--- src/rtl/scr_pkg.sv ---
`timescale 1ns / 1ps
// ----------------------------------------------------------------------------
// scr_pkg: shared types, constants and lookup tables
// Holds the channel maps, register indexes and the queue entry type.
// ----------------------------------------------------------------------------
package scr_pkg;

  localparam int NumConv      = 11;
  localparam int TargetRange  = 3200;
  localparam logic [3:0] BatteryCh = 4'd10;

  localparam logic [2:0] RegCalA     = 3'd0;
  localparam logic [2:0] RegCalB     = 3'd1;
  localparam logic [2:0] RegCalC     = 3'd2;
  localparam logic [2:0] RegCalD     = 3'd3;
  localparam logic [2:0] RegScale    = 3'd4;
  localparam logic [2:0] RegOrder    = 3'd5;
  localparam logic [2:0] RegMode     = 3'd6;
  localparam logic [2:0] RegInvHw    = 3'd7;

  // One classified job handed from the front to the back.
  typedef struct packed {
    logic               is_read;
    logic [3:0]         adc;
    logic [11:0]        sample;     // already inverted when needed
    logic               is_stick;
    logic               use_scale;
    logic signed [15:0] offset;
    logic [11:0]        batt;       // filter value after this beat
  } job_t;

  function automatic logic [1:0] order_map(input logic ord, input logic [1:0] idx);
    logic [1:0] r;
    r = idx;
    if (ord) begin
      case (idx)
        2'd0:    r = 2'd2;
        2'd1:    r = 2'd0;
        2'd2:    r = 2'd1;
        default: r = 2'd3;
      endcase
    end
    return r;
  endfunction

  function automatic logic [1:0] stick_fn_map(input logic [1:0] md, input logic [1:0] f);
    logic [1:0] r;
    case (md)
      2'd0:    r = (f == 2'd1) ? 2'd2 : (f == 2'd2) ? 2'd1 : f;
      2'd1:    r = f;
      2'd2:    r = 2'd3 - f;
      default: r = (f == 2'd0) ? 2'd3 : (f == 2'd3) ? 2'd0 : f;
    endcase
    return r;
  endfunction

  function automatic logic [3:0] hw_map(input logic hw, input logic [2:0] f);
    logic [3:0] r;
    if (!hw) begin
      case (f)
        3'd6:    r = 4'd8;
        3'd7:    r = 4'd9;
        default: r = {1'b0, f};
      endcase
    end else begin
      case (f)
        3'd0:    r = 4'd3;
        3'd1:    r = 4'd2;
        3'd2:    r = 4'd1;
        3'd3:    r = 4'd0;
        3'd4:    r = 4'd5;
        3'd5:    r = 4'd8;
        3'd6:    r = 4'd6;
        default: r = 4'd4;
      endcase
    end
    return r;
  endfunction

endpackage

--- src/rtl/scr_queue.sv ---
`timescale 1ns / 1ps
// ----------------------------------------------------------------------------
// scr_queue: two-entry job queue between front and back
// Decouples acceptance from the multi-cycle calculation.
// ----------------------------------------------------------------------------
module scr_queue import scr_pkg::*; (
  input  logic clk,
  input  logic rst_n,
  input  logic wr_en,
  input  job_t wr_data,
  output logic full,
  input  logic rd_en,
  output logic empty,
  output job_t rd_data
);

  job_t       mem_r [2];
  logic       wp_r, rp_r;
  logic [1:0] cnt_r;

  assign full    = (cnt_r == 2'd2);
  assign empty   = (cnt_r == 2'd0);
  assign rd_data = mem_r[rp_r];

  always_ff @(posedge clk) begin
    if (wr_en) mem_r[wp_r] <= wr_data;
  end

  always_ff @(posedge clk) begin
    if (!rst_n) begin
      wp_r <= 1'b0; rp_r <= 1'b0; cnt_r <= '0;
    end else begin
      if (wr_en) wp_r <= ~wp_r;
      if (rd_en) rp_r <= ~rp_r;
      cnt_r <= cnt_r + 2'(wr_en) - 2'(rd_en);
    end
  end

  a_no_overflow: assert property (@(posedge clk) disable iff (!rst_n)
    full |-> !wr_en) else $error("queue overflow");
  a_no_underflow: assert property (@(posedge clk) disable iff (!rst_n)
    empty |-> !rd_en) else $error("queue underflow");
  a_cnt_range: assert property (@(posedge clk) disable iff (!rst_n)
    cnt_r != 2'd3) else $error("queue count out of range");

endmodule

--- config.mk ---
export PLATFORM = sky130hd
export DESIGN_NAME = scr_queue
export DESIGN_NICKNAME = d
export VERILOG_FILES = /design/src/rtl/scr_pkg.sv /design/src/rtl/scr_queue.sv
export SDC_FILE = /design/constraint.sdc
export NUM_CORES = 1
export LEC_CHECK = 0
export ABC_AREA = 0
export BUFFER_PORTS_ARGS = -buffer_cell sky130_fd_sc_hd__buf_4
export CORE_MARGIN = 1
export CORE_UTILIZATION = 27
export CTS_CLUSTER_DIAMETER = 30
export DETAILED_ROUTE_END_ITERATION = 8
export PLACE_DENSITY_LB_ADDON = 0.08
export SYNTH_ARGS = -nofsm -noshare
export SYNTH_HDL_FRONTEND = slang
export SYNTH_SLANG_ARGS = --single-unit
export TNS_END_PERCENT = 50
--- constraint.sdc ---
create_clock -name clk -period 4.6 [get_ports clk]
set_clock_uncertainty 0.15 [all_clocks]
set_input_delay 0.92 -clock clk [delete_from_list [all_inputs] [get_ports clk]]
set_output_delay 0.92 -clock clk [all_outputs]
set_load 0.01 [all_outputs]
### Yosys cells after proc, flatten, opt, wreduce, memory -nomap -nowiden

Memory sizes are Yosys's and may differ from the RTL's. A register that Yosys moved wholly into a read port is not among the register bits.
Cells that the tools add are included.

| cells by class | value |
|---|---|
| shift-type cells | 0 |
| magnitude comparators | 0 |
| equal/unequal tests | 1 |
| bitwise logic cells | 2 |
| add/sub/neg operators | 2 |
| divide/modulo/power cells | 0 |
| muxes and demuxes | 4 |
| reduce and logical (&&, ||, !) cells | 1 |
| multipliers | 0 |

Operator list:

| kind | number |
|---|---|
| $mux W1 | 4 |
| $add A2 B1 Y2 | 1 |
| $eq A2 B2 Y1 const B | 1 |
| $logic_not A2 Y1 | 1 |
| $not A1 Y1 | 2 |
| $sub A2 B1 Y2 | 1 |

| word-level totals | value |
|---|---|
| RAM bits | 94 |
| word-level logic and storage cells | 14 |
| latch bits | 0 |
| ROM bits | 0 |
| memories | 1 |
| input bits | 51 |
| flip-flop bits (word level) | 4 |

Memory list:

| name | words | width | read ports | clocked after Yosys merged registers in | write ports | line | RTL |
|---|---|---|---|---|---|---|---|
| mem_r | 2 | 47 | 1 | 1 | 1 | scr_queue.sv:17 | `job_t mem_r [2];` |

### Depth between registers and ports, before layout

Gate-level depths: netlist of run 1.

| depth | value |
|---|---|
| word-level depth | 3 |
| depth in mapped cells | 6 |

### Least setup slack after synthesis of run 1

Ideal clock, no wire load.

| timing | value |
|---|---|
| kind | input port to flip-flop |
| start point | input port wr_en |
| end point | memory mem_r[0][0] in the netlist's numbering (enable) |
| data required time | 3.992 ns |
| path buffers | 0 |
| arrival time | 3.039 ns |
| stages | 1 |
| setup time | 0.458 ns |
| setup slack | 0.952 ns |
| cell sequence | nor2b_1 |

| between the ends | value |
|---|---|
| longest elaborated chain between the ends | 2 |

Ends and longest elaborated chain:

| what | line | RTL |
|---|---|---|
| from (decl) | scr_queue.sv:9 | `input logic wr_en,` |
| $mux W1 | scr_queue.sv:26 | `if (wr_en) mem_r[wp_r] <= wr_data;` |
| $mux W1 (implied by the code) | scr_queue.sv:26 |  |
| to (decl) | scr_queue.sv:17 |  |

Every way passes these cells.

==> out/results.ini, run 1 <==
[yosys]
synth_flop_cell = edfxtp_1
yosysTopAreaCell = edfxtp_1
synthTopCellsByArea = edfxtp_1 (75%), mux2_4 (12%), mux2_2 (5.1%)
synth_fp_nets = 220
ys_seq_area_share_pct = 78.2
synth_enable_flop_cells = 94
netlist_area_um2 = 3740
async_reset_ff_share_pct = 0
yosys_register_bits = 99
syn_avg_cell_area_um2 = 22.4
netlist.area_leader.share_pct = 75.5
syn_inst = 167
synth.distinct_cells = 14
ys_warn_count = 0

[grt]
track_usage_pct = 10.2
grt_overflow = 0
grt_first_pass_wirelength_um = 10300
antenna_found_initial = 0
grt_max_degree = 29
grt_pass1_vias = 1872

[layout]
final_nets = 329
final_common_cell = buf_4
drive_gt1_share_pct = 58.7
antenna_cells = 0
n_fill_cell = 1288
ff_latch_area_um2 = 2920
multi_input_area_um2 = 768
final-instance-count-excl-fill = 457
syn_to_final_growth_pct = 32.9
final_cell_mix = buf_4 (102), edfxtp_1 (94), mux2_4 (30)

[critical_path]
critical_path.endpoint_type = output pin
path_class = flop to output pin
cp_max_fo = 25
start_kind = flop
crit_required_ns = 3.53
cp.arrival_ns = 2.01
rr_worst_depth = 2

[placement]
gp_congestion = 0.630
port_buffers = 99
place_inst = 441
dp_hpwl_um = 4390

[job]
drv_cap = 0

[pwr]
power_uw = 2000
leakage_uw = 0.00190
vdd_ir_drop_max_uv = 180
power_density_nw_per_um2 = 403

[outcome]
status = finished clean

[timing]
fmax_ghz = 0.325
fin_tns_setup_ns = 0
post-route-min-period_ns = 3.08
slew_headroom_pct = 42.1
worstMarginPinSlew_ns = 0.866
setup_viol = 0
rsz0062_at_grt = no
drv_slew = 0
period_share_pct = 67.0
hold_viol_final = 0

[route]
drt-total-wl_um = 6800
first_iter_violations = 48
num_vias = 1832
antenna_left = 0
first_pass_iters = 3
vias_per_cell = 4.01
post-route-drc-count = 0
wl_per_cell_um = 14.9

[die]
core-area_um2 = 13400
die_w_um = 120
io_pins = 100
die_y_um = 120
dieArea_um2 = 14300
initial_core_util_pct = 27.9
row_count = 42

[cts]
cts_max_level = 3
numCtsBuffers = 9
root_buffer = clkbuf_16
clock_latency_ns = 0.34
tritoncts = done
cts_hold_repair.buffers = 0
path_clk_slew_ns = 0.07
cts_sinks = 99
cts_buffer_depth = 2
cts_resized = 0
post-cts-setup-buffer-count = 0

[worst_hold_path]
hold_path_class = flop to flop
hold_depth = 2

==> per-layer routing <==
metal	global-route usage (%)	vias up	part of all wire [%]	wire [um]
li1	-	871	-	-
met1	12.6	894	46	3110
met2	15.6	57	47	3190
met3	2.95	10	4.8	324
met4	6.33	0	2.4	165
met5	0	-	0	0
==> power breakdown <==
part / internal [uW] / total [uW] / switching (uW)
registers: 1040 / 1070 / 24.3
clock network: 363 / 670 / 307
logic: 161 / 267 / 106
total: 1570 / 2000 / 437
==> registers in the layout (all words and copies together), names as in the netlist, named ones only <==
register / count
wp_r: 1
rp_r: 1
cnt_r: 2
mem_r: 94
==> synthesized netlist by cell type, types with 2 or more instances <==
| cell | count |
|---|---|
| edfxtp_1 | 94 |
| mux2_4 | 30 |
| mux2_2 | 17 |
| dfxtp_1 | 5 |
| and2_1 | 4 |
| buf_6 | 4 |
| nor2b_1 | 4 |
| ha_1 | 2 |
| inv_1 | 2 |
==> worst paths after layout <==
check             slack [ns]      endpoint  start
hold reg to reg         0.43          rp_r   rp_r
hold / removal          0.43          rp_r   rp_r
setup / recovery        1.52    rd_data[0]   flop
setup reg to reg        2.65  mem_r[1][13]   wp_r
==> stage by stage <==
| stage | setup slack, ns | cell area (um^2) | hold WS, ns | utilization, % |
|---|---|---|---|---|
| after floorplan | 0.952 | 3740 | 0.405 | - |
| after global placement | 1.83 | 4710 | 0.419 | 35.1 |
| after detailed placement | 1.82 | 4710 | 0.424 | 35.1 |
| after CTS | 1.44 | 4970 | 0.435 | 37.1 |
| after global routing | 1.41 | 4970 | 0.478 | 37.1 |
| final | 1.52 | 4970 | 0.432 | 37.1 |
==> layout make-up <==
| class | instances | share of cell area [%] |
|---|---|---|
| Sequential cell | 99 | 58.9 |
| Timing Repair Buffer | 103 | 15.8 |
| Multi-Input combinational cell | 61 | 15.5 |
| Clock buffer | 11 | 4.68 |
| Tap cell | 176 | 4.43 |
| Clock inverter | 5 | 0.604 |
| Inverter | 2 | 0.151 |
==> kinds of logic after synthesis <==
family,count (synthesis),share of synthesized area (%)
xor+xnor,2,0.836
buf+inv,7,1.54
mux,47,17.2
compound gates,1,0.201
flops,99,78.2
simple gates,9,1.44
fa+ha+maj,2,0.669
==> worst max-delay path, stage by stage (launching register included) <==
cell and delay, ns:
dfxtp_2 0.83, buf_12 0.31, mux2_2 0.37, buf_4 0.14
Note: power is estimated with default switching activity, not from simulation.
==> run 2: changes to the inputs <==
==> constraint.sdc (replaced) <==
create_clock -name clk -period 3.1 [get_ports clk]
set_clock_uncertainty 0.15 [all_clocks]
set_input_delay 0.62 -clock clk [delete_from_list [all_inputs] [get_ports clk]]
set_output_delay 0.62 -clock clk [all_outputs]
set_load 0.01 [all_outputs]
==> out/results.ini, run 2 (synthesis results as in run 1) <==
[outcome]
status = finished clean

[layout]
final_common_cell = buf_4
largest_reg_flops = 94  ; unchanged
syn_to_final_growth_pct = 32.3
final_cell_mix = buf_4 (103), edfxtp_1 (94), mux2_4 (30)
n_fill_cell = 1273  ; -1.2%
final_nets = 329  ; unchanged
top_regs = mem_r x94, cnt_r x2
final-instance-count-excl-fill = 457  ; unchanged
top_register = mem_r
drive_gt1_share_pct = 58.7  ; unchanged
antenna_cells = 0  ; unchanged

[cts]
cts_buffer_depth = 2  ; unchanged
post-cts-setup-buffer-count = 0  ; unchanged
clock_latency_ns = 0.33  ; about the same
cts_max_level = 3  ; unchanged
cts_resized = 0  ; unchanged
tritoncts = done
cts_hold_repair.buffers = 0  ; unchanged
root_buffer = clkbuf_16
numCtsBuffers = 9  ; unchanged
cts_sinks = 99  ; unchanged
path_clk_slew_ns = 0.06  ; about the same

[route]
route.met3.wl_um = 538  ; +66%
wl_met1_um = 2950  ; -5.2%
wl_met2_um = 3270  ; +2.5%
num_vias = 1841  ; +0.49%
top_layer_used = met4
first_iter_violations = 75  ; +56%
drt-total-wl_um = 6900  ; +1.6%
wl_per_cell_um = 15.1  ; +1.6%
first_pass_iters = 3  ; unchanged
post-route-drc-count = 0  ; unchanged
antenna_left = 0  ; unchanged
vias_per_cell = 4.03  ; +0.49%

[placement]
gp_congestion = 0.645  ; +2.3%
port_buffers = 99  ; unchanged
place_inst = 441  ; unchanged
dp_hpwl_um = 4390  ; about the same

[die]
dieArea_um2 = 14300  ; unchanged
initial_core_util_pct = 27.9  ; unchanged
die_y_um = 120  ; unchanged
io_pins = 100  ; unchanged
die_w_um = 120  ; unchanged
row_count = 42  ; unchanged
core-area_um2 = 13400  ; unchanged

[critical_path]
cp_max_fo = 25  ; unchanged
path_class = flop to output pin
r2r-start = wp_r
crit_chain = buf_4 -> mux2_2 -> buf_4
rrSetupSlack_ns = 1.49  ; -1.16 ns
cp_slowest_cell = buf_4
rr_worst_depth = 2  ; unchanged
cp_top_family = buffers and inverters
crit_buf_inv = 2  ; unchanged
r2r_end = mem_r[1][31]
start_kind = flop
max_stage_delay_ns = 0.39  ; -0.44 ns
crit_required_ns = 2.33  ; -1.20 ns
cpMostUsedCell = buf_4
critical_path.endpoint_type = output pin
cp.arrival_ns = 1.60  ; -0.41 ns

[timing]
setup_viol = 0  ; unchanged
fin_tns_setup_ns = 0  ; unchanged
slew_headroom_pct = 54.3  ; +12 points
post-route-min-period_ns = 2.37
fmax_ghz = 0.422
worstMarginPinSlew_ns = 0.685  ; -0.181 ns
drv_slew = 0  ; unchanged
period_share_pct = 76.4
hold_viol_final = 0  ; unchanged
rsz0062_at_grt = no

[pwr]
pwr-share-comb_pct = 13.8  ; +0.4 points
intPower_uw = 2320  ; +48%
swShare_pct = 21.4  ; -0.43 points
power_uw = 2960  ; +48%
power_density_nw_per_um2 = 597  ; +48%
clockPowerShare_pct = 33.2  ; -0.2 points
vdd_ir_drop_max_uv = 239  ; +33%
leakage_uw = 0.00191  ; +0.37%
seqPwrFrac_pct = 53.0  ; -0.2 points
p_sw_uw = 633  ; +45%

[worst_hold_path]
holdCritStartpoint = wr_data[15]
min_to = mem_r[1][15]
hold_path_class = input pin to flop
hold_depth = 1  ; -1

[grt]
grt_max_degree = 49  ; +69%
grt_overflow = 0  ; unchanged
grt_pass1_vias = 1860  ; -0.64%
track_usage_pct = 10.1  ; -0.072 points
antenna_found_initial = 0  ; unchanged
grt_first_pass_wirelength_um = 10400  ; +0.40%

[job]
drv_cap = 0  ; unchanged

[run 2: cell types whose count changed in the layout (fill, tap and decap cells not counted)]
cell	previous run	this run
clkinv_2	0	3
clkbuf_1	2	4
clkinv_1	2	0
buf_12	1	0
clkinvlp_4	3	0
buf_4	102	103
[run 2: worst register-to-register path, delay by kind of cell (launching register included)]
| family | cells | cell delay [ns] |
|---|---|---|
| buffers and inverters | 1 | 0.55 |
| flip-flops | 1 | 0.38 |
| AND/OR/NAND/NOR | 1 | 0.16 |
[run 2: metal layers]
metal / track usage [%] / up-vias
met1: 12.1 / 905
met4: 5.39 / 0
met5: 0 / -
li1: - / 865
met2: 15.2 / 59
met3: 4.56 / 12
[run 2: cell type report]
| type | instances | area (um^2) | area share (%) |
|---|---|---|---|
| Clock inverter | 3 | 15.0 | 0.303 |
| Timing Repair Buffer | 103 | 773 | 15.6 |
| Multi-Input combinational cell | 61 | 768 | 15.5 |
| Tap cell | 176 | 220 | 4.45 |
| Clock buffer | 13 | 240 | 4.85 |
| Inverter | 2 | 7.51 | 0.152 |
| Sequential cell | 99 | 2920 | 59.1 |
[run 2: power groups by stage]
stage | Clock, uW | Combinational [uW] | Sequential [uW]
3_3_place_gp | 0 | 418 | 1590
3_5_place_dp | 0 | 420 | 1600
6_report | 981 | 409 | 1570
4_1_cts | 1030 | 421 | 1570
2_1_floorplan | 0 | 224 | 1590
5_1_grt | 1070 | 443 | 1570
[run 2: stage by stage]
step | instance area (um^2) | setup WS [ns] | util (%) | hold WS, ns
CTS | 4950 | 0.689 | 36.9 | 0.296
finish | 4950 | 0.732 | 36.9 | 0.313
global placement | 4690 | 1.07 | 35.0 | 0.420
detailed placement | 4690 | 1.06 | 35.0 | 0.427
floorplan | 3740 | 0.642 | - | 0.405
global route | 4950 | 0.652 | 36.9 | 0.296
[run 2: worst max-delay path by stage]
stage,depth (start not counted),slack [ns],endpoint
floorplan,1,0.64,mem_r[0][0]
global placement,3,1.07,rd_data[1]
detailed placement,3,1.06,rd_data[0]
CTS,3,0.69,rd_data[0]
global route,3,0.65,rd_data[2]
finish,3,0.73,rd_data[0]
