[src/rtl/scr_pkg.sv]
`timescale 1ns / 1ps
// ----------------------------------------------------------------------------
// scr_pkg: shared types, constants and lookup tables
// Holds the channel maps, register indexes and the queue entry type.
// ----------------------------------------------------------------------------
package scr_pkg;

  localparam int NumConv      = 11;
  localparam int TargetRange  = 3200;
  localparam logic [3:0] BatteryCh = 4'd10;

  localparam logic [2:0] RegCalA     = 3'd0;
  localparam logic [2:0] RegCalB     = 3'd1;
  localparam logic [2:0] RegCalC     = 3'd2;
  localparam logic [2:0] RegCalD     = 3'd3;
  localparam logic [2:0] RegScale    = 3'd4;
  localparam logic [2:0] RegOrder    = 3'd5;
  localparam logic [2:0] RegMode     = 3'd6;
  localparam logic [2:0] RegInvHw    = 3'd7;

  // One classified job handed from the front to the back.
  typedef struct packed {
    logic               is_read;
    logic [3:0]         adc;
    logic [11:0]        sample;     // already inverted when needed
    logic               is_stick;
    logic               use_scale;
    logic signed [15:0] offset;
    logic [11:0]        batt;       // filter value after this beat
  } job_t;

  function automatic logic [1:0] order_map(input logic ord, input logic [1:0] idx);
    logic [1:0] r;
    r = idx;
    if (ord) begin
      case (idx)
        2'd0:    r = 2'd2;
        2'd1:    r = 2'd0;
        2'd2:    r = 2'd1;
        default: r = 2'd3;
      endcase
    end
    return r;
  endfunction

  function automatic logic [1:0] stick_fn_map(input logic [1:0] md, input logic [1:0] f);
    logic [1:0] r;
    case (md)
      2'd0:    r = (f == 2'd1) ? 2'd2 : (f == 2'd2) ? 2'd1 : f;
      2'd1:    r = f;
      2'd2:    r = 2'd3 - f;
      default: r = (f == 2'd0) ? 2'd3 : (f == 2'd3) ? 2'd0 : f;
    endcase
    return r;
  endfunction

  function automatic logic [3:0] hw_map(input logic hw, input logic [2:0] f);
    logic [3:0] r;
    if (!hw) begin
      case (f)
        3'd6:    r = 4'd8;
        3'd7:    r = 4'd9;
        default: r = {1'b0, f};
      endcase
    end else begin
      case (f)
        3'd0:    r = 4'd3;
        3'd1:    r = 4'd2;
        3'd2:    r = 4'd1;
        3'd3:    r = 4'd0;
        3'd4:    r = 4'd5;
        3'd5:    r = 4'd8;
        3'd6:    r = 4'd6;
        default: r = 4'd4;
      endcase
    end
    return r;
  endfunction

endpackage

[src/rtl/scr_front.sv]
`timescale 1ns / 1ps
// ----------------------------------------------------------------------------
// scr_front: sample store, battery filter and channel classification
// Accepts beats, updates state and pushes one job per beat.
// ----------------------------------------------------------------------------
module scr_front import scr_pkg::*; (
  input  logic        clk,
  input  logic        rst_n,
  input  logic        in_valid,
  input  logic        in_mode,
  input  logic [3:0]  in_channel,
  input  logic [11:0] in_raw_sample,
  input  logic [15:0] in_packet_offset,
  input  logic        channel_order_r,
  input  logic [1:0]  stick_mode_r,
  input  logic        inv_hw_r,
  output job_t        job
);

  logic [11:0] store_r [NumConv];
  logic [11:0] batt_r, batt_nxt;
  logic [2:0]  idx;
  logic [1:0]  fn;
  logic [3:0]  adc;
  logic [11:0] smp;
  logic signed [12:0] diff;
  logic signed [12:0] step;

  always_comb begin
    diff = $signed({1'b0, in_raw_sample}) - $signed({1'b0, batt_r});
    step = 13'(diff / 32);   // truncate toward zero, same as 4*d/128
    batt_nxt = batt_r;
    if (!in_mode && in_channel == BatteryCh) begin
      if (batt_r == 12'd0) batt_nxt = in_raw_sample;
      else batt_nxt = batt_r + step[11:0];
    end
  end

  always_ff @(posedge clk) begin
    if (!rst_n) begin
      for (int i = 0; i < NumConv; i++) store_r[i] <= 12'(i);
      batt_r <= '0;
    end else if (in_valid) begin
      batt_r <= batt_nxt;
      if (!in_mode && in_channel < 4'(NumConv)) store_r[in_channel] <= in_raw_sample;
    end
  end

  always_comb begin
    idx = in_channel[2:0];
    fn  = order_map(channel_order_r, idx[1:0]);
    adc = idx[2] ? hw_map(inv_hw_r, idx)
                 : hw_map(inv_hw_r, {1'b0, stick_fn_map(stick_mode_r, fn)});
    smp = (adc < 4'(NumConv)) ? store_r[adc] : 12'd0;
    if (inv_hw_r) smp = 12'd4095 - smp;
    job.is_read   = in_mode;
    job.adc       = adc;
    job.sample    = smp;
    job.is_stick  = (adc < 4'd4);
    job.use_scale = !idx[2] && (fn == 2'd0 || fn == 2'd1);
    job.offset    = $signed(in_packet_offset);
    job.batt      = batt_nxt;
  end

endmodule

[config.mk]
export PLATFORM = sky130hd
export DESIGN_NAME = scr_front
export DESIGN_NICKNAME = d
export VERILOG_FILES = /design/src/rtl/scr_pkg.sv /design/src/rtl/scr_front.sv
export SDC_FILE = /design/constraint.sdc
export NUM_CORES = 1
export LEC_CHECK = 0
export CORE_MARGIN = 2
export CORE_UTILIZATION = 45
export CTS_CLUSTER_DIAMETER = 80
export DETAILED_ROUTE_END_ITERATION = 6
export DONT_BUFFER_PORTS = 1
export PLACE_DENSITY = 0.65
export SLEW_MARGIN = 20
export SYNTH_ARGS = -nofsm -noshare
export SYNTH_HDL_FRONTEND = slang
export SYNTH_SLANG_ARGS = --single-unit
[constraint.sdc]
create_clock -name clk -period 10.6 [get_ports clk]
set_clock_uncertainty 0.15 [all_clocks]
set_input_delay 3.18 -clock clk [delete_from_list [all_inputs] [get_ports clk]]
set_output_delay 3.18 -clock clk [all_outputs]
set_load 0.05 [all_outputs]
# Word-level counts from Yosys, hierarchy flattened

Memory sizes are Yosys's and may differ from the RTL's.
Index checks and enable logic that the tools add are counted.
Widths: inputs -> output; s select.

$add $sub $neg: 5
Multipliers: 0
Divide/modulo/power cells: 0
$lt $le $gt $ge: 3
Eq/ne operators: 18
Shift-type cells: 0
Mux-type cells: 25
Bitwise logic cells: 1
Reduce and logical (&&, ||, !) cells: 14

Operators with widths:

| operator               | count |
|---|---|
| $mux 12                | 5 |
| $pmux 4 s7             | 1 |
| $mux 4                 | 4 |
| $pmux 4 s4             | 1 |
| $sub 12x12->13         | 1 |
| $add 12x1->12          | 1 |
| $add 12x12->12         | 1 |
| $eq 2x2->1 const B     | 6 |
| $eq 3x3->1 const B     | 4 |
| $logic_not 12->1       | 1 |
| $pmux 2 s3             | 2 |
| $reduce_or 12->1       | 1 |
| $sub 12x12->12 const A | 1 |
| $mux 2                 | 5 |
| $eq 2x1->1 const B     | 4 |
| $logic_not 2->1        | 4 |
| $lt 4x4->1 const B     | 2 |
| $pmux 4 s2             | 1 |
| $eq 3x2->1 const B     | 2 |
| $mux 1                 | 6 |
| $reduce_or 5->1        | 1 |
| $eq 4x4->1 const B     | 1 |
| $lt 4x3->1 const B     | 1 |
| $eq 3x1->1 const B     | 1 |
| other kinds (6)        | 9 |

Flip-flop bits (word level): 12
Bits in latches: 0
Bits in writable memories: 132
Memory bits (read-only): 0
Output and inout bits: 47
Logic and storage cells: 68
Memories kept: 1

Memories:

| name    | depth | bits a word | rd ports | clocked after memory_dff | write ports | line            | text |
|---|---|---|---|---|---|---|---|
| store_r | 11    | 12          | 1        | 0                        | 11          | scr_front.sv:20 | `logic [11:0] store_r [NumConv];` |

# Longest topological paths before layout

Gate-level depths: netlist (run 1).

Depth after elaboration: 15
Gate-level depth with buffers: 20
Depth with buffers taken out: 20

# Worst setup path before layout (run 1)

No wires, ideal clock.

Path type: input port to output port
From: input in_raw_sample[0]
To: output job[6] (netlist bit)
Arrival time: 7.446 ns
Data required time: 7.270 ns
Setup slack: -0.176 ns
Cell stages on the path: 19
Path buffers: 0
Cells stage by stage: inv_1 > ha_1 > fa_1 > nor2b_1 > o21ai_0 > a21boi_0 > o21ai_0 > nand3_1 > nand2_1 > o31a_1 > fa_1 > fa_1 > a21oi_1 > o21bai_1 > a21o_1 > a21oi_1 > xnor2_1 > mux2i_1 > o21ai_0

RTL lines:

| element         | line            | text |
|---|---|---|
| start, declared | scr_front.sv:12 | `input logic [11:0] in_raw_sample,` |
| end, declared   | scr_front.sv:17 | `output job_t job` |

==> results of run 1 <==
per-layer routing:
| layer | track usage | wire [µm] | part of all wire | vias to the layer above |
|---|---|---|---|---|
| met4 | 0.0898 | 635 | 0.030 | 0 |
| met3 | 0.0515 | 1410 | 0.068 | 45 |
| met1 | 0.297 | 9170 | 0.44 | 2978 |
| met2 | 0.350 | 9690 | 0.46 | 215 |
| li1 | - | - | - | 2946 |
| met5 | 0 | 0 | 0 | - |
power groups by stage:
| stage | logic, mW | clock network (mW) | registers (mW) |
|---|---|---|---|
| 2_1_floorplan | 0.227 | 0 | 0.656 |
| 3_3_place_gp | 0.270 | 0 | 0.658 |
| 3_5_place_dp | 0.272 | 0 | 0.659 |
| 4_1_cts | 0.273 | 0.610 | 0.647 |
| 5_1_grt | 0.296 | 0.635 | 0.649 |
| 6_report | 0.274 | 0.605 | 0.647 |
registers in the layout, indices dropped and copies added, names as in the netlist:
| register | cells |
|---|---|
| store_r | 132 |
| batt_r | 12 |
cell families after synthesis:
| family | Yosys count |
|---|---|
| AO/OA/AOI/OAI | 168 |
| buffers and inverters | 119 |
| adder cells (fa/ha/maj) | 29 |
| flip-flops | 144 |
| XOR/XNOR | 25 |
| AND/OR/NAND/NOR | 319 |
| multiplexers | 47 |
per-stage QoR:
step	total power [mW]	hold WS, ns	worst slack, ns	TNS (ns)	cell area [µm²]
floorplan	0.883	0.304	0.0726	0	8210
CTS	1.53	0.338	0.0709	0	8980
global route	1.58	0.355	-0.0367	-0.0367	9020
finish	1.53	0.337	0.286	0	9020
detailed placement	0.930	0.324	0.0885	0	8390
global placement	0.927	0.311	0.176	0	8390
repair_timing:
item	CTS	global route
buffers inserted	0	3
gates resized for setup	0	4
setup endpoints to repair	0	4
hold endpoints to repair	0	0
worst max-delay path, stage by stage:
cell and delay [ns]:
inv_1 0.06, ha_1 0.23, fa_1 0.40, nor2b_1 0.13, o21ai_0 0.10, a21boi_1 0.19, o21ai_0 0.14, nand3_1 0.13
nand2_1 0.08, o31a_1 0.12, fa_1 0.42, fa_2 0.38, a21oi_1 0.17, o21bai_1 0.14, a21oi_2 0.17, o31ai_1 0.08
a21oi_1 0.18, xnor2_1 0.14, nand2_1 0.12, a31oi_4 0.26, buf_12 0.16
cell type report:
type / count / area, µm²
fillers: 1652 / 8880
flip-flops and latches: 144 / 4080
multi-input cells: 588 / 3610
clock buffers: 18 / 429
well taps: 229 / 287
repair buffers: 34 / 268
inverters: 47 / 176
clock inverters: 14 / 161
placed cells by master, fill, tap and decap left out, drive strengths merged, types with 7 or more instances in the layout:
master,n
a2111oi,13
a21oi,51
buf,34
clkbuf,18
clkinv,7
dfxtp,24
edfxtp,120
ha,26
inv,50
mux2i,46
nand2,108
nand2b,9
nand3,14
nand4,8
nor2,149
o21ai,28
o22ai,13
o2bb2ai,12
xnor2,22
worst max-delay path by stage:
stage,from,to,cells past startpoint
2_1_floorplan,in_raw_sample[0],job[9],19
3_3_place_gp,in_raw_sample[0],job[10],21
3_5_place_dp,in_raw_sample[0],job[10],21
4_1_cts,in_raw_sample[0],job[10],21
5_1_grt,in_raw_sample[0],job[10],21
6_report,in_raw_sample[0],job[10],21
==> out/metrics.csv, run 1 <==
stage,metric,value,unit
die,die_x,139,µm
power_and_ir_drop,power_frac_clock,0.396,
synth,synth_common_cells,"149 x nor2_1, 120 x edfxtp_1, 108 x nand2_1",
place,dp_hpwl,14.6,mm
synth,yosysWarnings,0,
drt,drc_errors,0,
finish,antenna_cells,0,
die,dieArea,19300,µm²
clocking,cts_root_buf,clkbuf_16,
clocking,clk_latency,0.43,ns
synth,ys.flop_type,edfxtp_1,
finish,instances_no_fill,1074,
synth,synth_top_family_by_area,simple AND/OR/NAND/NOR gates,
sta,setup_violations,0,
synth,synth_area,8200,µm²
clocking,cts_tree,built,
sta,finalCritPeriodShare,0.973,
critical_path,r2r_end,batt_r[8]$_SDFFE_PN0P_,
sta,max_freq,97.0,MHz
global_route,grt.total_usage,0.222,
power_and_ir_drop,p_leak,3.40,nW
run,cap_violations,0,
drt,first_pass_iters,5,
synth,synth_top_cell_area_share,0.440,
die,core_area,17900,µm²
clocking,cts_buffers,17,
sta,worst_slew_pin_slew,1.14,ns
synth,post-synth-top-area-cell,edfxtp_1,
sta,finalHoldViolCount,0,
synth,synthTopCellsByArea,"edfxtp_1 44%, nor2_1 6.8%, dfxtp_1 5.9%",
min_path,hp-start,store_r[10][1]$_SDFFE_PN1P_,
finish,areaGrowthSynthToFinish,10.0,%
power_and_ir_drop,p_comb_frac,0.179,
clocking,hold_buffers,0,
synth,ys_seq_elements,144,
synth,syn_inst,851,
clocking,cts.clk_slew.worst_paths,0.06,ns
sta,max-slew-margin-rel,0.236,
power_and_ir_drop,p_seq_frac,0.424,
global_route,antenna_found_initial,0,
die,start_util,0.458,
place,port_buffers,0,
clocking,clock_sinks,144,
synth,syn_nets,920,
critical_path,reg2reg_depth,20,
critical_path,r2r-start,batt_r[1]$_SDFFE_PN0P_,
clocking,cts_buffer_depth,2,
synth,syn_area_per_cell,9.63,µm²
power_and_ir_drop,switchingPower,0.426,mW
place,gp_congestion,0.924,
synth,synth_edf_count,120,
synth,synthSimpleGateAreaFrac,0.163,
drt,wire_per_inst,19.5,µm
place,dp.cells,1039,
synth,ys_seq_area_frac,0.498,
min_path,min_to,store_r[10][1]$_SDFFE_PN1P_,
critical_path,cp-start-kind,input pin,
finish,drive_above_1_share,0.0923,
synth,synth_cell_types,56,
critical_path,reg2reg_slack,6.26,ns
global_route,grt_start_max_net_pins,37,
run_status,status,completed,
power_and_ir_drop,irDropWorstVdd,0.000146,V
power_and_ir_drop,power_density,169,nW/µm²
synth,synth_most_common_cell,nor2_1,
min_path,worstHoldPathCells,2,
drt,drtIter0Drc,570,
synth,async_flop_share,0,
drt,routed_wl,20.9,mm
synth,synth-adder-area-share,0.0470,
critical_path,arrival,6.98,ns
clocking,h-tree-depth,4,
critical_path,critical_path_required,7.27,ns
finish,final_util,0.504,
synth,muxShareOfSynthArea,0.0576,
sta,layout_min_cycle_time,10.31,ns
die,io_pins,87,
power_and_ir_drop,p_int,1.10,mW
critical_path,critPathKind,input pin to output pin,
synth,synth_compound_area_frac,0.141,
critical_path,endpoint_kind,output pin,
finish,nets,901,
global_route,grt_pass1_wl,33.2,mm
global_route,grt_pass1_vias,6043,
drt,antenna_left,0,
synth,synthXorXnorAreaFrac,0.0267,
die,rows,49,
drt,routed_via_density,5.76,
sta,drv_slew,0,
min_path,hold_path.class,flip-flop to flip-flop,
global_route,grt_remaining_overflow,0,
power_and_ir_drop,switching_share,0.279,
critical_path,crit_path_max_fanout,4,
drt,num_vias,6184,
die,die_h,139,µm
Note: power is estimated with default switching activity, not from simulation.
==> inputs of run 2 (changes only) <==
PLACE_DENSITY = 0.71   (was 0.65)
==> out/metrics.csv, run 2 (synthesis results as in run 1) <==
stage,metric,value,unit,change
critical_path,slowest_delay,0.41,ns,about the same
sta,finalCritPeriodShare,0.975,,+0.00196
clocking,cts_tree,built,,
sta,setup_violations,0,,unchanged
critical_path,reg2reg_slack,6.35,ns,+0.09 ns
critical_path,critPathKind,input pin to output pin,,
place,placed_area,8400,µm²,+0.18%
place,dp_hpwl,14.2,mm,-2.6%
critical_path,endpoint_kind,output pin,,
global_route,grt_start_max_net_pins,37,,unchanged
drt,antenna_left,0,,unchanged
critical_path,cp_slowest_cell,fa_1,,
power_and_ir_drop,power_density,174,nW/µm²,+2.8%
finish,layout_common_cells,"149 x nor2_1, 120 x edfxtp_1, 108 x nand2_1, 50 x a21oi_1, 46 x mux2i_1",,
sta,worst_slack,0.266,ns,-0.0208 ns
finish,final_area,9070,µm²,+0.60%
clocking,clk_latency,0.43,ns,about the same
die,rows,49,,unchanged
drt,wire_per_inst,19.5,µm,+0.26%
global_route,grt_pass1_vias,5882,,-2.7%
critical_path,r2r-start,batt_r[1]$_SDFFE_PN0P_,,
drt,num_vias,6155,,-0.47%
power_and_ir_drop,p_leak,3.42,nW,+0.68%
clocking,h-tree-depth,4,,unchanged
run,cap_violations,0,,unchanged
critical_path,critical_path_required,7.27,ns,about the same
finish,layout_commonest_cell,nor2_1,,
die,die_x,139,µm,unchanged
die,core_area,17900,µm²,unchanged
power_and_ir_drop,p_seq_frac,0.410,,-0.014
min_path,hold_path.class,flip-flop to flip-flop,,
finish,top_register,store_r,,
sta,worst_slew_pin_slew,1.19,ns,+0.0480 ns
critical_path,endpoint,job[10],,
place,dpl_worst_slack,0.106,ns,+0.0176 ns
critical_path,crit_path_max_fanout,4,,unchanged
clocking,cts_buffer_depth,2,,unchanged
power_and_ir_drop,power_frac_clock,0.416,,+0.020
place,gp_congestion,0.909,,-1.7%
sta,layout_min_cycle_time,10.33,ns,+0.0208 ns
sta,max-slew-margin-rel,0.204,,-0.0322
place,port_buffers,0,,unchanged
power_and_ir_drop,p_comb_frac,0.174,,-0.005
finish,largest_reg_flops,132,,unchanged
die,dieArea,19300,µm²,unchanged
clocking,cts_buffers,17,,unchanged
die,start_util,0.458,,unchanged
critical_path,reg2reg_depth,15,,-25%
sta,fin_tns_setup,0,ns,unchanged
critical_path,arrival,7.00,ns,+0.02 ns
critical_path,r2r_end,batt_r[2]$_SDFFE_PN0P_,,
sta,finalHoldViolCount,0,,unchanged
die,die_h,139,µm,unchanged
global_route,grt.total_usage,0.218,,-0.00334
clocking,cts_root_buf,clkbuf_16,,
power_and_ir_drop,irDropWorstVdd,0.000124,V,-15%
drt,first_pass_iters,5,,unchanged
finish,areaGrowthSynthToFinish,10.7,%,
drt,drc_errors,0,,unchanged
finish,drive_above_1_share,0.0957,,+0.00344
global_route,grt_pass1_wl,32.4,mm,-2.5%
finish,top_regs,"store_r x132, batt_r x12",,
power_and_ir_drop,p_total,1.58,mW,+3.5%
finish,nets,902,,+0.11%
drt,routed_via_density,5.73,,-0.56%
critical_path,cp_num_buf_inv,2,,unchanged
power_and_ir_drop,switching_share,0.274,,-0.00556
clocking,cts.clk_slew.worst_paths,0.06,ns,about the same
sta,max_freq,96.8,MHz,-0.20%
drt,drtIter0Drc,563,,-1.2%
power_and_ir_drop,switchingPower,0.432,mW,+1.4%
critical_path,crit_cells,21,,unchanged
critical_path,crit_start,in_raw_sample[0],,
global_route,grt_remaining_overflow,0,,unchanged
sta,drv_slew,0,,unchanged
power_and_ir_drop,p_int,1.15,mW,+4.3%
die,io_pins,87,,unchanged
global_route,antenna_found_initial,0,,unchanged
critical_path,cp-start-kind,input pin,,
clocking,clock_sinks,144,,unchanged
finish,antenna_cells,0,,unchanged
critical_path,crit_chain,inv_1 -> ha_1 -> fa_1 -> nor2b_1 -> o21ai_0 -> a21boi_1 -> o21ai_0 -> nand3_1 -> nand2_1 -> o31a_1 -> fa_1 -> fa_2 -> a21oi_1 -> o21bai_1 -> a21oi_2 -> o31ai_1 -> a21oi_1 -> xnor2_1 -> nand2_1 -> a31oi_4 -> buf_12,,
drt,routed_wl,21.0,mm,+0.35%
critical_path,path_delay_family,compound AO/OA/AOI/OAI gates,,
run_status,status,completed,,
## run 2: per-layer routing
| metal | GRT usage | wire, µm | vias up |
|---|---|---|---|
| li1 | - | - | 2952 |
| met1 | 0.280 | 8650 | 2926 |
| met2 | 0.350 | 9900 | 236 |
| met3 | 0.0597 | 1820 | 41 |
| met4 | 0.0925 | 613 | 0 |
| met5 | 0 | 0 | - |
## run 2: worst reg2reg max path, stage by stage (launching register included)
cell      delay, ns
dfxtp_1        0.52
inv_1          0.08
ha_1           0.27
nor2b_1        0.11
o21ai_0        0.10
a21boi_0       0.24
o21ai_0        0.15
a21boi_0       0.34
nor2_1         0.13
fa_1           0.45
fa_2           0.37
xnor2_1        0.19
nand2_1        0.08
o211ai_1       0.12
o21ai_1        0.46
o211a_1        0.39
## run 2: timing repair
item                       CTS  global route
setup endpoints to repair    0             4
setup buffers                0             2
hold buffers                 0             0
gates resized for setup      0             4
## run 2: power groups by stage
stage	Clock, mW	Sequential, mW	Combinational (mW)
finish	0.657	0.647	0.274
floorplan	0	0.656	0.227
CTS	0.658	0.647	0.273
global placement	0	0.658	0.271
detailed placement	0	0.659	0.272
global route	0.681	0.650	0.295
## run 2: layout make-up
class / count / area (µm²)
clock buffer: 17 / 425
clock inverter: 15 / 216
fill: 1604 / 8830
inverter: 47 / 176
multi-input combinational: 588 / 3610
sequential: 144 / 4080
tap: 229 / 287
timing repair buffer: 35 / 275
## run 2: worst min-delay path by stage
stage               slack (ns)  depth (start not counted)                          from                      endpoint
floorplan                 0.30                          2  store_r[10][10]$_SDFFE_PN0P_  store_r[10][10]$_SDFFE_PN0P_
global placement          0.32                          2  store_r[10][10]$_SDFFE_PN0P_  store_r[10][10]$_SDFFE_PN0P_
detailed placement        0.33                          2  store_r[10][10]$_SDFFE_PN0P_  store_r[10][10]$_SDFFE_PN0P_
CTS                       0.34                          2   store_r[10][6]$_SDFFE_PN0P_   store_r[10][6]$_SDFFE_PN0P_
global route              0.37                          2   store_r[10][5]$_SDFFE_PN0P_   store_r[10][5]$_SDFFE_PN0P_
finish                    0.34                          2   store_r[10][6]$_SDFFE_PN0P_   store_r[10][6]$_SDFFE_PN0P_
## run 2: metrics by stage
stage               hold WS (ns)  utilization  std cells
finish                     0.338        0.507       1075
global route               0.366        0.507       1075
CTS                        0.341        0.505       1073
detailed placement         0.327        0.469       1041
global placement           0.316        0.469       1041
floorplan                  0.304            -        851
==> inputs of run 3 (changes only) <==
RECOVER_POWER = 50   (was not set)
==> out/metrics.csv, run 3 (synthesis results as in run 1) <==
stage,metric,value,unit,change
run_status,status,completed,,
finish,layout_common_cells,"149 x nor2_1, 120 x edfxtp_1, 108 x nand2_1, 50 x a21oi_1, 46 x mux2i_1",,
drt,routed_via_density,5.73,,+0.16%
sta,worst_slew_pin_slew,1.19,ns,+0.00129 ns
critical_path,crit_chain,inv_1 -> ha_1 -> fa_1 -> nor2b_1 -> o21ai_0 -> a21boi_1 -> o21ai_0 -> nand3_1 -> nand2_1 -> o31a_1 -> fa_1 -> fa_2 -> a21oi_1 -> o21bai_1 -> a21oi_2 -> o31ai_1 -> a21oi_1 -> xnor2_1 -> nand2_1 -> a31oi_4 -> buf_12,,
die,die_x,139,µm,unchanged
place,dpl_worst_slack,0.106,ns,unchanged
power_and_ir_drop,p_leak,3.41,nW,-0.35%
critical_path,slowest_delay,0.41,ns,about the same
critical_path,critical_path_required,7.27,ns,about the same
global_route,grt_start_max_net_pins,37,,unchanged
finish,final_util,0.506,,-0.000838
clocking,cts.clk_slew.worst_paths,0.06,ns,about the same
place,gp_congestion,0.909,,unchanged
finish,layout_commonest_cell,nor2_1,,
drt,routed_wl,21.0,mm,+0.19%
critical_path,endpoint_kind,output pin,,
place,placed_area,8400,µm²,unchanged
finish,top_regs,"store_r x132, batt_r x12",,
die,start_util,0.458,,unchanged
sta,layout_min_cycle_time,10.34,ns,+0.00255 ns
sta,finalCritPeriodShare,0.975,,about the same
global_route,grt.total_usage,0.218,,unchanged
die,core_area,17900,µm²,unchanged
clocking,h-tree-depth,4,,unchanged
drt,num_vias,6165,,+0.16%
critical_path,arrival,7.01,ns,about the same
sta,max_freq,96.7,MHz,about the same
place,dp_hpwl,14.2,mm,unchanged
die,dieArea,19300,µm²,unchanged
clocking,cts_buffer_depth,2,,unchanged
drt,antenna_left,0,,unchanged
finish,nets,902,,unchanged
drt,drc_errors,0,,unchanged
place,port_buffers,0,,unchanged
clocking,cts_root_buf,clkbuf_16,,
power_and_ir_drop,power_density,174,nW/µm²,+0.13%
power_and_ir_drop,irDropWorstVdd,0.000124,V,about the same
finish,areaGrowthSynthToFinish,10.5,%,
global_route,grt_pass1_wl,32.4,mm,unchanged
finish,drive_above_1_share,0.0922,,-0.00355
critical_path,cp_slowest_cell,fa_1,,
critical_path,critPathKind,input pin to output pin,,
global_route,grt_remaining_overflow,0,,unchanged
clocking,cts_tree,built,,
drt,drtIter0Drc,566,,+0.53%
power_and_ir_drop,p_total,1.58,mW,about the same
die,rows,49,,unchanged
die,die_h,139,µm,unchanged
drt,wl_met1,8.85,mm,+2.3%
die,io_pins,87,,unchanged
drt,met3WireLength,1.60,mm,-12%
sta,drv_slew,0,,unchanged
sta,worst_slack,0.263,ns,-0.00255 ns
drt,dr_wl_met2,9.98,mm,+0.73%
drt,top_layer,met4,,
drt,wire_per_inst,19.6,µm,+0.19%
clocking,clock_sinks,144,,unchanged
global_route,grt_pass1_vias,5882,,unchanged
min_path,hold_path.class,flip-flop to flip-flop,,
finish,top_register,store_r,,
clocking,clk_latency,0.43,ns,about the same
clocking,cts_buffers,17,,unchanged
sta,finalHoldViolCount,0,,unchanged
critical_path,crit_path_max_fanout,4,,unchanged
sta,setup_violations,0,,unchanged
finish,antenna_cells,0,,unchanged
global_route,antenna_found_initial,0,,unchanged
drt,first_pass_iters,7,,+2
critical_path,cp-start-kind,input pin,,
clocking,hold_buffers,0,,unchanged
finish,largest_reg_flops,132,,unchanged
run,cap_violations,0,,unchanged
finish,final_area,9060,µm²,-0.17%
sta,max-slew-margin-rel,0.203,,-0.000868
[run 3: final timing paths]
path,startpoint,endpoint,slack (ns),cells past startpoint
max reg2reg,batt_r[1]$_SDFFE_PN0P_,batt_r[2]$_SDFFE_PN0P_,6.34,15
max,in_raw_sample[0],job[10],0.26,21
min reg2reg,store_r[10][5]$_SDFFE_PN0P_,store_r[10][5]$_SDFFE_PN0P_,0.34,2
min,store_r[10][5]$_SDFFE_PN0P_,store_r[10][5]$_SDFFE_PN0P_,0.34,2
[run 3: cell type report]
class                           instances  area, µm²
Fill cell                            1608       8840
Sequential cell                       144       4080
Multi-Input combinational cell        588       3600
Clock buffer                           17        425
Tap cell                              229        287
Timing Repair Buffer                   35        268
Clock inverter                         15        216
Inverter                               47        176
[run 3: metrics by stage]
stage          hold slack [ns]  setup TNS (ns)  instances
4_1_cts                  0.341               0       1073
5_1_grt                  0.366        -0.00504       1075
2_1_floorplan            0.304               0        851
3_5_place_dp             0.327               0       1041
6_report                 0.341               0       1075
3_3_place_gp             0.316               0       1041
[run 3: worst max-delay path: cells and delay by family]
| family | cells | cell delay, ns |
|---|---|---|
| and+or+nand+nor | 4 | 0.46 |
| adders and majority gates | 4 | 1.42 |
| buffers and inverters | 2 | 0.22 |
| AOI/OAI and AO/OA | 10 | 1.59 |
| xor gates and xnor gates | 1 | 0.13 |
[run 3: power by group]
group	switching, mW	internal [mW]	total, mW
combinational	0.183	0.0910	0.274
clock	0.241	0.416	0.656
sequential	0.00843	0.639	0.647
[run 3: routing by layer]
layer	up-vias	track usage
met4	0	0.0925
met3	41	0.0597
met1	2942	0.280
met2	228	0.350
li1	2954	-
met5	-	0
[run 3: timing repair]
item,4_1_cts,5_1_grt
resized for setup,0,4
buffers inserted,0,2
setup endpoints to repair,0,4
